==> src/rtl/core/rdx_pkg.sv <==
package rdx_pkg;

   // Field widths of the transactions and the configuration port
   localparam int VALUE_W   = 64;
   localparam int CHAR_W    = 8;
   localparam int DIGIT_W   = 4;
   localparam int RADIX_W   = 5;
   localparam int CSR_IDX_W = 2;
   localparam int CSR_W     = 64;

   // Largest usable radix (digit values must fit DIGIT_W bits)
   localparam logic [RADIX_W-1:0] MAX_RADIX = RADIX_W'(16);
   localparam logic [RADIX_W-1:0] MIN_RADIX = RADIX_W'(2);

   // Default digit store depth
   localparam int DEF_MAX_DIGITS = 64;

   // The divider consumes this many dividend bits per cycle
   localparam int BITS_PER_STEP = 8;
   localparam int STEPS_PER_DIV = VALUE_W / BITS_PER_STEP;
   localparam int STEP_CNT_W    = $clog2(STEPS_PER_DIV);

   // Register indexes on the configuration port
   localparam logic [CSR_IDX_W-1:0] CSR_RADIX      = CSR_IDX_W'(0);
   localparam logic [CSR_IDX_W-1:0] CSR_CHARS_LOW  = CSR_IDX_W'(1);
   localparam logic [CSR_IDX_W-1:0] CSR_CHARS_HIGH = CSR_IDX_W'(2);

   // Reset values: radix ten and the alphabet "0123456789"
   localparam logic [RADIX_W-1:0] RADIX_RESET      = RADIX_W'(10);
   localparam logic [CSR_W-1:0]   CHARS_LOW_RESET  = 64'h3736_3534_3332_3130;
   localparam logic [CSR_W-1:0]   CHARS_HIGH_RESET = 64'h0000_0000_0000_3938;

   // Commands from the controller to the datapath
   typedef struct packed {
      logic start;     // load a new value and clear the digit count
      logic div_step;  // run one step of the digit division
      logic read;      // fetch the digit under the read pointer
      logic advance;   // move the read pointer to the next digit
   } cmd_type;

   // Status from the datapath to the controller
   typedef struct packed {
      logic div_last;  // this step completes one digit
      logic conv_end;  // no further digit follows this one
      logic ptr_zero;  // read pointer sits on the least significant digit
   } status_type;

endpackage

==> src/rtl/core/integer_to_radix_digits_unit.sv <==
// Each digit is divided out with the divider taking 8 dividend bits a cycle;
// each character is then a digit store read followed by output, where the
// receiver can stall it. The block takes one transaction at a time.
// Reset clears the controller and restores radix ten and the "0123456789"
// alphabet; the digit store is not cleared and needs no clearing pass.
module integer_to_radix_digits_unit #(
   parameter int MAX_DIGITS = rdx_pkg::DEF_MAX_DIGITS
) (
   input  logic                          clock,
   input  logic                          reset,
   input  logic                          req_valid,
   output logic                          req_ready,
   input  logic [rdx_pkg::VALUE_W-1:0]   req_value,
   output logic                          rsp_valid,
   input  logic                          rsp_ready,
   output logic [rdx_pkg::CHAR_W-1:0]    rsp_char_code,
   output logic                          rsp_last_digit,
   input  logic                          csr_we,
   input  logic [rdx_pkg::CSR_IDX_W-1:0] csr_index,
   input  logic [rdx_pkg::CSR_W-1:0]     csr_wdata
);
   import rdx_pkg::*;

   cmd_type            cmd;
   status_type         status;
   logic [RADIX_W-1:0] eff_radix;
   logic [CSR_W-1:0]   chars_low;
   logic [CSR_W-1:0]   chars_high;

   // Configuration registers
   rdx_csr u_csr (
      .clock      (clock),
      .reset      (reset),
      .csr_we     (csr_we),
      .csr_index  (csr_index),
      .csr_wdata  (csr_wdata),
      .eff_radix  (eff_radix),
      .chars_low  (chars_low),
      .chars_high (chars_high)
   );

   // Sequencing of division and character output
   rdx_ctrl u_ctrl (
      .clock     (clock),
      .reset     (reset),
      .req_valid (req_valid),
      .req_ready (req_ready),
      .rsp_valid (rsp_valid),
      .rsp_ready (rsp_ready),
      .status    (status),
      .cmd       (cmd)
   );

   // Divider, digit store and alphabet lookup
   rdx_datapath #(
      .MAX_DIGITS (MAX_DIGITS)
   ) u_datapath (
      .clock          (clock),
      .reset          (reset),
      .cmd            (cmd),
      .status         (status),
      .req_value      (req_value),
      .eff_radix      (eff_radix),
      .chars_low      (chars_low),
      .chars_high     (chars_high),
      .rsp_char_code  (rsp_char_code),
      .rsp_last_digit (rsp_last_digit)
   );

endmodule

==> src/rtl/core/rdx_csr.sv <==
module rdx_csr (
   input  logic                           clock,
   input  logic                           reset,
   input  logic                           csr_we,
   input  logic [rdx_pkg::CSR_IDX_W-1:0]  csr_index,
   input  logic [rdx_pkg::CSR_W-1:0]      csr_wdata,
   output logic [rdx_pkg::RADIX_W-1:0]    eff_radix,
   output logic [rdx_pkg::CSR_W-1:0]      chars_low,
   output logic [rdx_pkg::CSR_W-1:0]      chars_high
);
   import rdx_pkg::*;

   logic [RADIX_W-1:0] radix_ff;
   logic [CSR_W-1:0]   chars_low_ff;
   logic [CSR_W-1:0]   chars_high_ff;

   // Register writes; an index beyond the list is ignored
   always_ff @(posedge clock) begin
      if (reset) begin
         radix_ff      <= RADIX_RESET;
         chars_low_ff  <= CHARS_LOW_RESET;
         chars_high_ff <= CHARS_HIGH_RESET;
      end else if (csr_we) begin
         case (csr_index)
            CSR_RADIX:      radix_ff      <= csr_wdata[RADIX_W-1:0];
            CSR_CHARS_LOW:  chars_low_ff  <= csr_wdata;
            CSR_CHARS_HIGH: chars_high_ff <= csr_wdata;
            default: ;
         endcase
      end
   end

   // Clamp the radix into the usable range
   always_comb begin
      if (radix_ff < MIN_RADIX) begin
         eff_radix = MIN_RADIX;
      end else if (radix_ff > MAX_RADIX) begin
         eff_radix = MAX_RADIX;
      end else begin
         eff_radix = radix_ff;
      end
   end

   assign chars_low  = chars_low_ff;
   assign chars_high = chars_high_ff;

endmodule

==> src/rtl/core/rdx_datapath.sv <==
module rdx_datapath #(
   parameter int MAX_DIGITS = rdx_pkg::DEF_MAX_DIGITS
) (
   input  logic                          clock,
   input  logic                          reset,
   input  rdx_pkg::cmd_type              cmd,
   output rdx_pkg::status_type           status,
   input  logic [rdx_pkg::VALUE_W-1:0]   req_value,
   input  logic [rdx_pkg::RADIX_W-1:0]   eff_radix,
   input  logic [rdx_pkg::CSR_W-1:0]     chars_low,
   input  logic [rdx_pkg::CSR_W-1:0]     chars_high,
   output logic [rdx_pkg::CHAR_W-1:0]    rsp_char_code,
   output logic                          rsp_last_digit
);
   import rdx_pkg::*;

   localparam int IDX_W = (MAX_DIGITS > 1) ? $clog2(MAX_DIGITS) : 1;
   localparam int CNT_W = $clog2(MAX_DIGITS + 1);

   logic [VALUE_W-1:0]       quot_ff;
   logic [VALUE_W-1:0]       quot_in;
   logic [DIGIT_W-1:0]       rem_ff;
   logic [DIGIT_W-1:0]       rem_in;
   logic [RADIX_W-1:0]       radix_ff;
   logic [STEP_CNT_W-1:0]    step_ff;
   logic [CNT_W-1:0]         count_ff;
   logic [IDX_W-1:0]         rd_ptr_ff;
   logic [DIGIT_W-1:0]       rd_data_ff;
   logic [DIGIT_W-1:0]       digit_mem [MAX_DIGITS];
   logic [BITS_PER_STEP-1:0] quot_bits;
   logic [BITS_PER_STEP-1:0] top_bits;
   logic                     step_last;

   // Restoring division of the top dividend bits by the radix, one bit per
   // iteration; the partial remainder stays below the radix, so four bits do.
   always_comb begin
      logic [RADIX_W-1:0] trial;
      logic [DIGIT_W-1:0] rem;
      rem      = rem_ff;
      top_bits = quot_ff[VALUE_W-1 -: BITS_PER_STEP];
      for (int i = BITS_PER_STEP - 1; i >= 0; i--) begin
         trial = {rem, top_bits[i]};
         if (trial >= radix_ff) begin
            quot_bits[i] = 1'b1;
            trial        = trial - radix_ff;
         end else begin
            quot_bits[i] = 1'b0;
         end
         rem = trial[DIGIT_W-1:0];
      end
      rem_in  = rem;
      quot_in = {quot_ff[VALUE_W-BITS_PER_STEP-1:0], quot_bits};
   end

   assign step_last = (step_ff == STEP_CNT_W'(STEPS_PER_DIV - 1));

   // Quotient, remainder, step counter and digit count of the division
   always_ff @(posedge clock) begin
      if (reset) begin
         step_ff  <= '0;
         count_ff <= '0;
      end else if (cmd.start) begin
         step_ff  <= '0;
         count_ff <= '0;
      end else if (cmd.div_step) begin
         step_ff <= step_ff + STEP_CNT_W'(1);
         if (step_last) begin
            count_ff <= count_ff + CNT_W'(1);
         end
      end
   end

   always_ff @(posedge clock) begin
      if (cmd.start) begin
         quot_ff  <= req_value;
         rem_ff   <= '0;
         radix_ff <= eff_radix;
      end else if (cmd.div_step) begin
         quot_ff <= quot_in;
         rem_ff  <= step_last ? '0 : rem_in;
      end
   end

   // Digit store: one write port for finished digits, one registered read port
   always_ff @(posedge clock) begin
      if (cmd.div_step && step_last) begin
         digit_mem[count_ff[IDX_W-1:0]] <= rem_in;
      end
      if (cmd.read) begin
         rd_data_ff <= digit_mem[rd_ptr_ff];
      end
   end

   // Read pointer starts on the most significant digit and walks down
   always_ff @(posedge clock) begin
      if (cmd.div_step && step_last) begin
         rd_ptr_ff <= count_ff[IDX_W-1:0];
      end else if (cmd.advance) begin
         rd_ptr_ff <= rd_ptr_ff - IDX_W'(1);
      end
   end

   assign status.div_last = step_last;
   assign status.conv_end = (quot_in == '0) || (count_ff == CNT_W'(MAX_DIGITS - 1));
   assign status.ptr_zero = (rd_ptr_ff == '0);

   // Map the fetched digit through the alphabet
   always_comb begin
      logic [CSR_W-1:0] word;
      word          = rd_data_ff[DIGIT_W-1] ? chars_high : chars_low;
      rsp_char_code = word[{rd_data_ff[DIGIT_W-2:0], 3'b000} +: CHAR_W];
   end

   assign rsp_last_digit = (rd_ptr_ff == '0);

endmodule

==> src/rtl/core/rdx_ctrl.sv <==
module rdx_ctrl (
   input  logic                clock,
   input  logic                reset,
   input  logic                req_valid,
   output logic                req_ready,
   output logic                rsp_valid,
   input  logic                rsp_ready,
   input  rdx_pkg::status_type status,
   output rdx_pkg::cmd_type    cmd
);
   import rdx_pkg::*;

   localparam logic [1:0] ST_IDLE = 2'd0;
   localparam logic [1:0] ST_DIV  = 2'd1;
   localparam logic [1:0] ST_READ = 2'd2;
   localparam logic [1:0] ST_OUT  = 2'd3;

   logic [1:0] state_ff;
   logic [1:0] state_in;

   assign req_ready = (state_ff == ST_IDLE);
   assign rsp_valid = (state_ff == ST_OUT);

   // Next state and datapath commands
   always_comb begin
      state_in     = state_ff;
      cmd.start    = 1'b0;
      cmd.div_step = 1'b0;
      cmd.read     = 1'b0;
      cmd.advance  = 1'b0;
      case (state_ff)
         ST_IDLE: begin
            if (req_valid) begin
               cmd.start = 1'b1;
               state_in  = ST_DIV;
            end
         end
         ST_DIV: begin
            cmd.div_step = 1'b1;
            if (status.div_last && status.conv_end) begin
               state_in = ST_READ;
            end
         end
         ST_READ: begin
            cmd.read = 1'b1;
            state_in = ST_OUT;
         end
         ST_OUT: begin
            if (rsp_ready) begin
               if (status.ptr_zero) begin
                  state_in = ST_IDLE;
               end else begin
                  cmd.advance = 1'b1;
                  state_in    = ST_READ;
               end
            end
         end
         default: state_in = ST_IDLE;
      endcase
   end

   always_ff @(posedge clock) begin
      if (reset) begin
         state_ff <= ST_IDLE;
      end else begin
         state_ff <= state_in;
      end
   end

endmodule

==> config.mk <==
export PLATFORM = sky130hd
export DESIGN_NAME = integer_to_radix_digits_unit
export DESIGN_NICKNAME = d
export VERILOG_FILES = /design/src/rtl/core/rdx_pkg.sv /design/src/rtl/core/integer_to_radix_digits_unit.sv /design/src/rtl/core/rdx_csr.sv /design/src/rtl/core/rdx_datapath.sv /design/src/rtl/core/rdx_ctrl.sv
export SDC_FILE = /design/constraint.sdc
export NUM_CORES = 1
export LEC_CHECK = 0
export BUFFER_PORTS_ARGS = -buffer_cell sky130_fd_sc_hd__buf_2
export CORE_ASPECT_RATIO = 1.2
export CORE_UTILIZATION = 44
export DETAILED_ROUTE_END_ITERATION = 12
export PLACE_DENSITY = 0.63
export SETUP_SLACK_MARGIN = 0.2
export SYNTH_ARGS = -nofsm -noshare
export SYNTH_HDL_FRONTEND = slang
export SYNTH_SLANG_ARGS = --single-unit
==> constraint.sdc <==
create_clock -name clock -period 38.1 [get_ports clock]
set_input_delay 3.81 -clock clock [delete_from_list [all_inputs] [get_ports clock]]
set_output_delay 3.81 -clock clock [all_outputs]
set_load 0.05 [all_outputs]
# ---- Word-level counts from Yosys, hierarchy flattened
# Memory sizes are Yosys's and may differ from the RTL's. A register that Yosys moved wholly into a read port is not among the register bits.
# Cells that the tools add are included.
dict set report totals {
  wordCells 97
  register_bits 224
  romBits 0
  ram_bits 256
  latch_bits 0
  mem_count 1
}
dict set report op_classes {
  add_sub_neg 11
  n_shift 1
  div_mod_pow 0
  mul 0
  n_eq_ne 10
  n_reduce_logical 16
  n_mux 37
  bitwise_logic 0
  magnitude_cmp 10
}
# name words width rd rd_ports_with_merged_regs write_ports line
set memory_table {}
lappend memory_table {u_datapath.digit_mem 64 4 1 1 1 rdx_datapath.sv:29} ;# logic [DIGIT_W-1:0] digit_mem [MAX_DIGITS];
# op n
set ops {}
lappend ops {{2-to-1 mux 64 bit} 3}
lappend ops {{zero test 64 bit} 1}
lappend ops {{variable part select 64 x 7 -> 8 bit} 1}
lappend ops {{greater-or-equal comparator 5 bit} 8}
lappend ops {{2-to-1 mux 4 bit} 9}
lappend ops {{subtractor 4 bit} 8}
lappend ops {{2-to-1 mux 1 bit} 17}
lappend ops {{2-to-1 mux 6 bit} 2}
lappend ops {{2-to-1 mux 2 bit} 4}
lappend ops {{one-hot mux 2 bit (4 select lines)} 1}
lappend ops {{AND reduction 2 bit} 4}
lappend ops {{adder 7 x 1 -> 7 bit (second input constant)} 1}
lappend ops {{equality test 7 x 6 -> 1 bit (second input constant)} 1}
lappend ops {{equality test 2 bit (second input constant)} 3}
lappend ops {{zero test 6 bit} 1}
lappend ops {{subtractor 6 x 1 -> 6 bit (second input constant)} 1}
lappend ops {{greater-than comparator 5 bit (second input constant)} 1}
lappend ops {{less-than comparator 5 x 2 -> 1 bit (second input constant)} 1}
lappend ops {{2-to-1 mux 5 bit} 1}
lappend ops {{equality test 2 x 1 -> 1 bit (second input constant)} 2}
lappend ops {{zero test 2 bit} 2}
lappend ops {{!= test 2 x 1 -> 1 bit (second input constant)} 2}
lappend ops {{nonzero test 2 bit} 2}
lappend ops {{OR reduction 2 bit} 2}
lappend ops {{6 further kinds} 7}

# ---- Longest topological paths before layout
# Gate-level depths: netlist of run 1.
dict set report depth {
  ltp_word 21
  depth_mapped 54
  ltp_nobuf 50
}

# ---- Hierarchy
# From an unflattened synthesis of run 1, not the netlist that was laid out.
dict set report unflattened {
  hier_cells 1639
  hier_area_um2 22704.3
}
# mod n_inst seq_area_each_um2 cells_per_inst area_per_inst_um2
set by_module_without_submodules {}
lappend by_module_without_submodules {rdx_datapath 1 10339.9 1078 17028.8}
lappend by_module_without_submodules {rdx_csr 1 2662.6 544 5540.3}
lappend by_module_without_submodules {rdx_ctrl 1 40.0 17 135.1}

# ---- Worst setup path before layout of run 1
# Ideal clock, no wire load.
dict set report synth_path {
  path_type {register to register}
  startpoint {register u_datapath.radix_ff[1]}
  endpoint {memory u_datapath.digit_mem[0][1], data pin}
  period_less_slack_ns 12.705
  required_time_ns 37.529
  n_path_buf 4
  arrival_ns 12.135
  slack_ns 25.395
  stages_incl_launch_ff 50
  path_cell_list {edfxtp_1 -> inv_1 -> ha_1 -> a211oi_1 -> o31ai_1 -> mux2_2 -> ha_1 -> a21o_1 -> a31oi_1 -> o21ai_1 -> nand2_1 -> o21ai_1 -> inv_1 -> ha_1 -> a21o_1 -> a31oi_1 -> o21ai_1 -> clkbuf_1 -> [14 not listed] -> ha_1 -> a21oi_1 -> o21ai_1 -> a31o_2 -> a221oi_1 -> o21bai_1 -> ha_1 -> a21o_1 -> a31oi_1 -> o21a_1 -> o21ai_0 -> o21ai_1 -> inv_1 -> ha_1 -> nand2_1 -> o31ai_1 -> clkbuf_1 -> mux2i_1}
}
dict set report synth_via {
  elab_chain_len 16
  elab_cells_between_ends 24
}
# element line
set synth_rtl {}
lappend synth_rtl {{start, declared} rdx_datapath.sv:24} ;# logic [RADIX_W-1:0] radix_ff;
lappend synth_rtl {{start signal, assigned} rdx_datapath.sv:77} ;# radix_ff <= eff_radix;
lappend synth_rtl {{subtractor 4 bit or greater-or-equal comparator 5 bit (tied branches)} {rdx_datapath.sv:45, rdx_datapath.sv:43}}
lappend synth_rtl {{2-to-1 mux 4 bit} rdx_datapath.sv:43} ;# if (trial >= radix_ff) begin
lappend synth_rtl {{subtractor 4 bit or greater-or-equal comparator 5 bit (tied branches)} {rdx_datapath.sv:45, rdx_datapath.sv:43}}
lappend synth_rtl {{2-to-1 mux 4 bit} rdx_datapath.sv:43}
lappend synth_rtl {{subtractor 4 bit or greater-or-equal comparator 5 bit (tied branches)} {rdx_datapath.sv:45, rdx_datapath.sv:43}}
lappend synth_rtl {{2-to-1 mux 4 bit} rdx_datapath.sv:43}
lappend synth_rtl {{greater-or-equal comparator 5 bit or subtractor 4 bit (tied branches)} {rdx_datapath.sv:43, rdx_datapath.sv:45}}
lappend synth_rtl {{2-to-1 mux 4 bit} rdx_datapath.sv:43}
lappend synth_rtl {{subtractor 4 bit or greater-or-equal comparator 5 bit (tied branches)} {rdx_datapath.sv:45, rdx_datapath.sv:43}}
lappend synth_rtl {{2-to-1 mux 4 bit} rdx_datapath.sv:43}
lappend synth_rtl {{subtractor 4 bit or greater-or-equal comparator 5 bit (tied branches)} {rdx_datapath.sv:45, rdx_datapath.sv:43}}
lappend synth_rtl {{2-to-1 mux 4 bit} rdx_datapath.sv:43}
lappend synth_rtl {{greater-or-equal comparator 5 bit or subtractor 4 bit (tied branches)} {rdx_datapath.sv:43, rdx_datapath.sv:45}}
lappend synth_rtl {{2-to-1 mux 4 bit} rdx_datapath.sv:43}
lappend synth_rtl {{subtractor 4 bit or greater-or-equal comparator 5 bit (tied branches)} {rdx_datapath.sv:45, rdx_datapath.sv:43}}
lappend synth_rtl {{2-to-1 mux 4 bit (*)} rdx_datapath.sv:43}
lappend synth_rtl {{net u_datapath.rem_in[1]} rdx_datapath.sv:23} ;# logic [DIGIT_W-1:0] rem_in;
lappend synth_rtl {{end, declared} rdx_datapath.sv:29}
# Mark *: on every way through the listed nets, which the timed path passes. The rest lies on a longest branch.

# ---- Worst setup path after layout of run 1
dict set report layout_path {
  startpoint {register u_datapath.radix_ff[1]}
  endpoint {memory u_datapath.digit_mem[34][2], data pin}
}
# The elaborated chain is that of the path after synthesis.

==> flow_summary_export.csv, run 1 <==
group,metric,value,unit
sta,slew_viol_final,0,
sta,final-hold-violation-count,0,
clock_network,cts_tree,"yes",
layout,fill_cells,4155,
layout,final_common_cell,"nand2_1",
grt,grt_pass1_wl,76500,um
logic_synthesis,synth_edf_count,335,
grt,grt_util_all_layers,0.199,
layout,layout_common_cells,"nand2_1, edfxtp_1, dfxtp_1",
sta,fin_crit,14.22,ns
clock_network,insertion_delay,0.57,ns
clock_network,cts.htree.levels,2,
worst_hold_path,hp-class,"reg -> reg",
placement,gp_congestion,0.863,
grt,grt_pass1_vias,13815,
logic_synthesis,synth-seq-cells,484,
layout,seq_area,13000,sq um
clock_network,post_cts_resized,0,
floorplanning,fp.dieH,244,um
clock_network,cts_buffers,47,
sta,fmax,70.3,MHz
logic_synthesis,synth.net_count,1914,
logic_synthesis,postSynthAreaPerCell,12.5,sq um
route,drt_iter0_drc,890,
clock_network,clock_sink_count,484,
setup_path,crit_type,"reg -> reg",
sta,setup_viol,0,
setup_path,cp-start-kind,"register",
clock_network,clkTransAtPathRegs,0.06,ns
layout,multi_input_area,7990,sq um
status,outcome,"completed",
route,ant_nets,0,
setup_path,cp_data_arrival_time,14.41,ns
route,viasPerCell,5.44,
route,drcViolationCount,0,
layout,layout-area-overhead-vs-synth,12.9,%
logic_synthesis,synth_top_area_frac,0.467,
grt,grt.overflow.total,0,
sta,final.setup_skew,0.0162,ns
setup_path,cp.required,38.29,ns
logic_synthesis,synth.distinct_cells,54,
route,wirelength,49000,um
setup_path,critPathMaxFanout,64,
route,vias,13584,
sta,fin_crit_sh,0.373,
sta,tightest_slew,1.17,ns
floorplanning,fp-row-count,88,
setup_path,cp_slowest_stage_delay,0.91,ns
clock_network,cts_buffer_depth,3,
floorplanning,die_w,204,um
setup_path,crit_slowest_cell,"and2_2",
grt,antenna_found_initial,4,
logic_synthesis,synth_flop_cell,"edfxtp_1",
route,wl_per_cell,19.6,um
clock_network,cts-root-buf,"clkbuf_16",
logic_synthesis,syn_area,21500,sq um
logic_synthesis,yosys_warnings,0,
route,firstDrtPassIters,5,
sta,fin_tns_setup,0,ns
logic_synthesis,synthCells,1726,
logic_synthesis,ys_seq_area_frac,0.605,
logic_synthesis,ys_async_sr_fraction,0,
clock_network,cts_hold_repair.buffers,0,
floorplanning,core,48200,sq um
placement,dp_hpwl,32100,um
grt,grt_max_degree,113,
layout,drive_gt1_frac,0.198,
setup_path,cp-end-kind,"register",
clock_network,cts_setup_buffers,0,
logic_synthesis,yosys-top-cells-area,"edfxtp_1, dfxtp_1, mux4_2, nand2_1, a21oi_1",
sta,relSlewSlack,0.221,
logic_synthesis,synth_top_cell_by_area,"edfxtp_1",
job,max-cap-violations,0,
floorplanning,start_util,0.447,
floorplanning,fp.dieArea,49900,sq um
setup_path,r2r_slack,23.88,ns
layout,nets,2017,
floorplanning,pin_count,146,
sta,rsz0062_at_grt,"no",
setup_path,crit_top_cell,"ha_1",
placement,portBuffers,145,
[registers in the layout, summed over array words and instances (netlist names)]
name / cells
u_datapath.radix_ff: 5
u_csr.radix_ff: 5
u_datapath.rem_ff: 4
u_ctrl.state_ff: 2
u_datapath.rd_ptr_ff: 6
u_csr.chars_high: 64
u_datapath.step_ff: 3
u_datapath.quot_ff: 64
u_datapath.count_ff: 7
u_datapath.rd_data_ff: 4
u_csr.chars_low: 64
u_datapath.digit_mem: 256
[cell type report]
type / instances / area share
Sequential cell: 484 / 0.536
Clock buffer: 58 / 0.0509
Antenna cell: 2 / 0.000206
Inverter: 34 / 0.00525
Tap cell: 630 / 0.0324
Multi-Input combinational cell: 1100 / 0.329
Clock inverter: 28 / 0.0112
Timing Repair Buffer: 162 / 0.0352
[path summary, 6_finish.rpt]
check,start,to,cells past startpoint
setup reg to reg,u_datapath.radix_ff[1],u_datapath.digit_mem[34][2],47
hold reg to reg,u_csr.chars_high[23],u_csr.chars_high[23],2
hold / removal,u_csr.chars_high[23],u_csr.chars_high[23],2
setup / recovery,u_datapath.radix_ff[1],u_datapath.digit_mem[34][2],47
[routing by layer]
layer | routed length [um] | GRT usage | vias up
met5 | 59 | 0 | -
met4 | 1540 | 0.0733 | 8
met3 | 2480 | 0.0377 | 99
met2 | 25000 | 0.343 | 326
met1 | 19900 | 0.247 | 6717
li1 | - | - | 6434
[per-stage QoR]
step	utilization	area, sq um	setup WS (ns)	hold WS [ns]	std cells
after floorplan	-	21500	25.39	0.433	1726
after global placement	0.473	22800	24.58	0.439	2410
after detailed placement	0.473	22800	23.90	0.443	2410
after CTS	0.504	24300	23.82	0.452	2496
after global routing	0.504	24300	22.54	0.470	2496
final	0.504	24300	23.88	0.451	2498
[critical path: cells and delay by family, from the launching register on]
kind / cells / cell delay, ns
and+or+nand+nor: 5 / 1.38
AOI/OAI and AO/OA: 29 / 7.67
muxes: 2 / 0.86
buffers and inverters: 3 / 0.52
adders and majority gates: 8 / 2.68
DFF: 1 / 0.65
[cell families (layout without fill, tap and decap cells)]
logic type	count (synthesis)	in the layout	synth area share
multiplexers	142	142	0.138
AND/OR/NAND/NOR	689	689	0.136
XOR/XNOR	26	26	0.0106
flip-flops	484	484	0.605
AO/OA/AOI/OAI	190	190	0.0500
adder cells (fa/ha/maj)	53	53	0.0336
buffers and inverters	142	282	0.0261
other	0	2	0
[Yosys cell counts (2+ instances only)]
cell      count
nand2_1     462
edfxtp_1    335
dfxtp_1     149
a21oi_1     124
mux4_2      124
nor2_1      109
clkbuf_1     83
ha_1         45
nand3b_1     39
inv_1        33
buf_1        18
nor4_1       17
xnor2_1      15
a21o_1       14
mux2i_1      12
nor2b_1      12
o21ai_1      11
xor2_1       11
nand2b_1     10
nand3_1       9
o21ai_0       9
fa_1          8
nor3_1        7
a31oi_1       6
mux2_2        6
and2_1        5
a211o_1       4
nand4_1       4
nor3b_1       4
a22oi_1       3
buf_2         3
buf_6         3
o31ai_1       3
a211oi_1      2
a22o_1        2
and3b_1       2
o21a_1        2
o21bai_1      2
or2_2         2
or3_1         2
or3b_2        2
Power of run 1 is left out: the tool's default activity adds up to more than one toggle a clock period on the data nets, which glitch-free logic cannot reach.
==> inputs of run 2 (changes only) <==
==> constraint.sdc (replaced) <==
create_clock -name clock -period 14.2 [get_ports clock]
set_input_delay 1.42 -clock clock [delete_from_list [all_inputs] [get_ports clock]]
set_output_delay 1.42 -clock clock [all_outputs]
set_load 0.05 [all_outputs]
==> flow_summary_export.csv, run 2 (synthesized netlist as in run 1, its figures left out) <==
group,metric,value,unit
placement,gp_congestion,0.838,
placement,portBuffers,145,
grt,antenna_found_initial,8,
grt,grt_max_degree,99,
clock_network,clkTransAtPathRegs,0.06,ns
setup_path,cp-end-kind,"register",
sta,fin_tns_setup,0,ns
floorplanning,pin_count,146,
floorplanning,fp.dieArea,49900,sq um
layout,layout_common_cells,"nand2_1, edfxtp_1, dfxtp_1",
layout,nets,2021,
sta,final-hold-violation-count,0,
clock_network,cts-root-buf,"clkbuf_16",
layout,final_common_cell,"nand2_1",
sta,tightest_slew,1.16,ns
route,vias,13540,
setup_path,crit_type,"reg -> reg",
sta,fmax,78.4,MHz
layout,layout-area-overhead-vs-synth,13.6,%
sta,fin_crit_sh,0.898,
worst_hold_path,hp-class,"reg -> reg",
clock_network,insertion_delay,0.59,ns
sta,slew_viol_final,0,
layout,largest_reg_flops,256,
grt,grt.overflow.total,0,
grt,grt_util_all_layers,0.196,
route,wl_per_cell,19.7,um
sta,fin_crit,12.76,ns
job,max-cap-violations,0,
setup_path,cp.required,14.61,ns
clock_network,cts.htree.levels,2,
sta,setup_viol,0,
sta,rsz0062_at_grt,"no",
clock_network,cts_buffers,48,
clock_network,cts_tree,"yes",
route,drt_iter0_drc,1208,
clock_network,clock_sink_count,484,
clock_network,cts_setup_buffers,0,
sta,final.setup_skew,0.0204,ns
route,firstDrtPassIters,6,
placement,dp_hpwl,31900,um
route,wirelength,49200,um
floorplanning,fp-row-count,88,
setup_path,crit_top_cell,"ha_1",
floorplanning,core,48200,sq um
setup_path,cp-start-kind,"register",
setup_path,cp_data_arrival_time,13.17,ns
status,outcome,"completed",
grt,grt_pass1_vias,13795,
route,ant_nets,0,
setup_path,cp_slowest_stage_delay,0.64,ns
layout,drive_gt1_frac,0.207,
floorplanning,start_util,0.447,
sta,relSlewSlack,0.229,
grt,grt_pass1_wl,75700,um
floorplanning,fp.dieH,244,um
setup_path,crit_slowest_cell,"edfxtp_1",
route,drcViolationCount,0,
clock_network,cts_buffer_depth,3,
route,viasPerCell,5.41,
floorplanning,die_w,204,um
setup_path,critPathMaxFanout,23,
[run 2: changes by cell type in the layout (fill, tap and decap cells not counted), sizes merged]
cell	before	now
buf	162	164
clkinv	21	14
inv	35	37
clkbuf	58	66
clkinvlp	1	2
a21oi	124	125
[run 2: timing repair]
item	CTS	global route
hold buffers	0	0
resized for setup	0	3
endpoints found under the setup margin	0	194
[run 2: worst max-delay path: cells and delay by family (launching register included)]
family          cells  cell delay [ns]
compound gates     29             6.41
mux                 2             0.80
buf+inv             6             1.39
flops               1             0.64
simple gates        5             0.64
fa+ha+maj           8             2.67
[run 2: per-layer routing]
layer	vias to the layer above	part of all wire	global-route usage
li1	6449	-	-
met1	6641	0.41	0.245
met2	327	0.51	0.342
met3	111	0.052	0.0332
met4	12	0.031	0.0687
met5	-	0.0014	0
[run 2: final timing paths]
check	to	from	cells past startpoint	slack (ns)
setup / recovery	u_datapath.digit_mem[7][0]	u_datapath.radix_ff[1]	50	1.44
hold / removal	u_csr.chars_high[18]	u_csr.chars_high[18]	2	0.45
setup reg to reg	u_datapath.digit_mem[7][0]	u_datapath.radix_ff[1]	50	1.44
hold reg to reg	u_csr.chars_high[18]	u_csr.chars_high[18]	2	0.45
[run 2: metrics by stage]
step	hold WS [ns]	instances	instance area, sq um	worst slack (ns)	utilization
floorplan	0.433	1726	21500	1.49	-
global placement	0.439	2412	22800	1.42	0.473
detailed placement	0.445	2412	22800	0.815	0.473
CTS	0.454	2502	24400	0.771	0.507
global route	0.471	2505	24500	0.441	0.508
finish	0.452	2505	24500	1.44	0.508
[run 2: layout make-up]
type,count,area [sq um]
Sequential cell,484,13000
Timing Repair Buffer,164,871
Clock buffer,66,1350
Fill cell,4115,23700
Clock inverter,24,279
Antenna cell,2,5.00
Inverter,34,128
Tap cell,630,788
Multi-Input combinational cell,1101,8010
Power of run 2 is left out for the same reason.
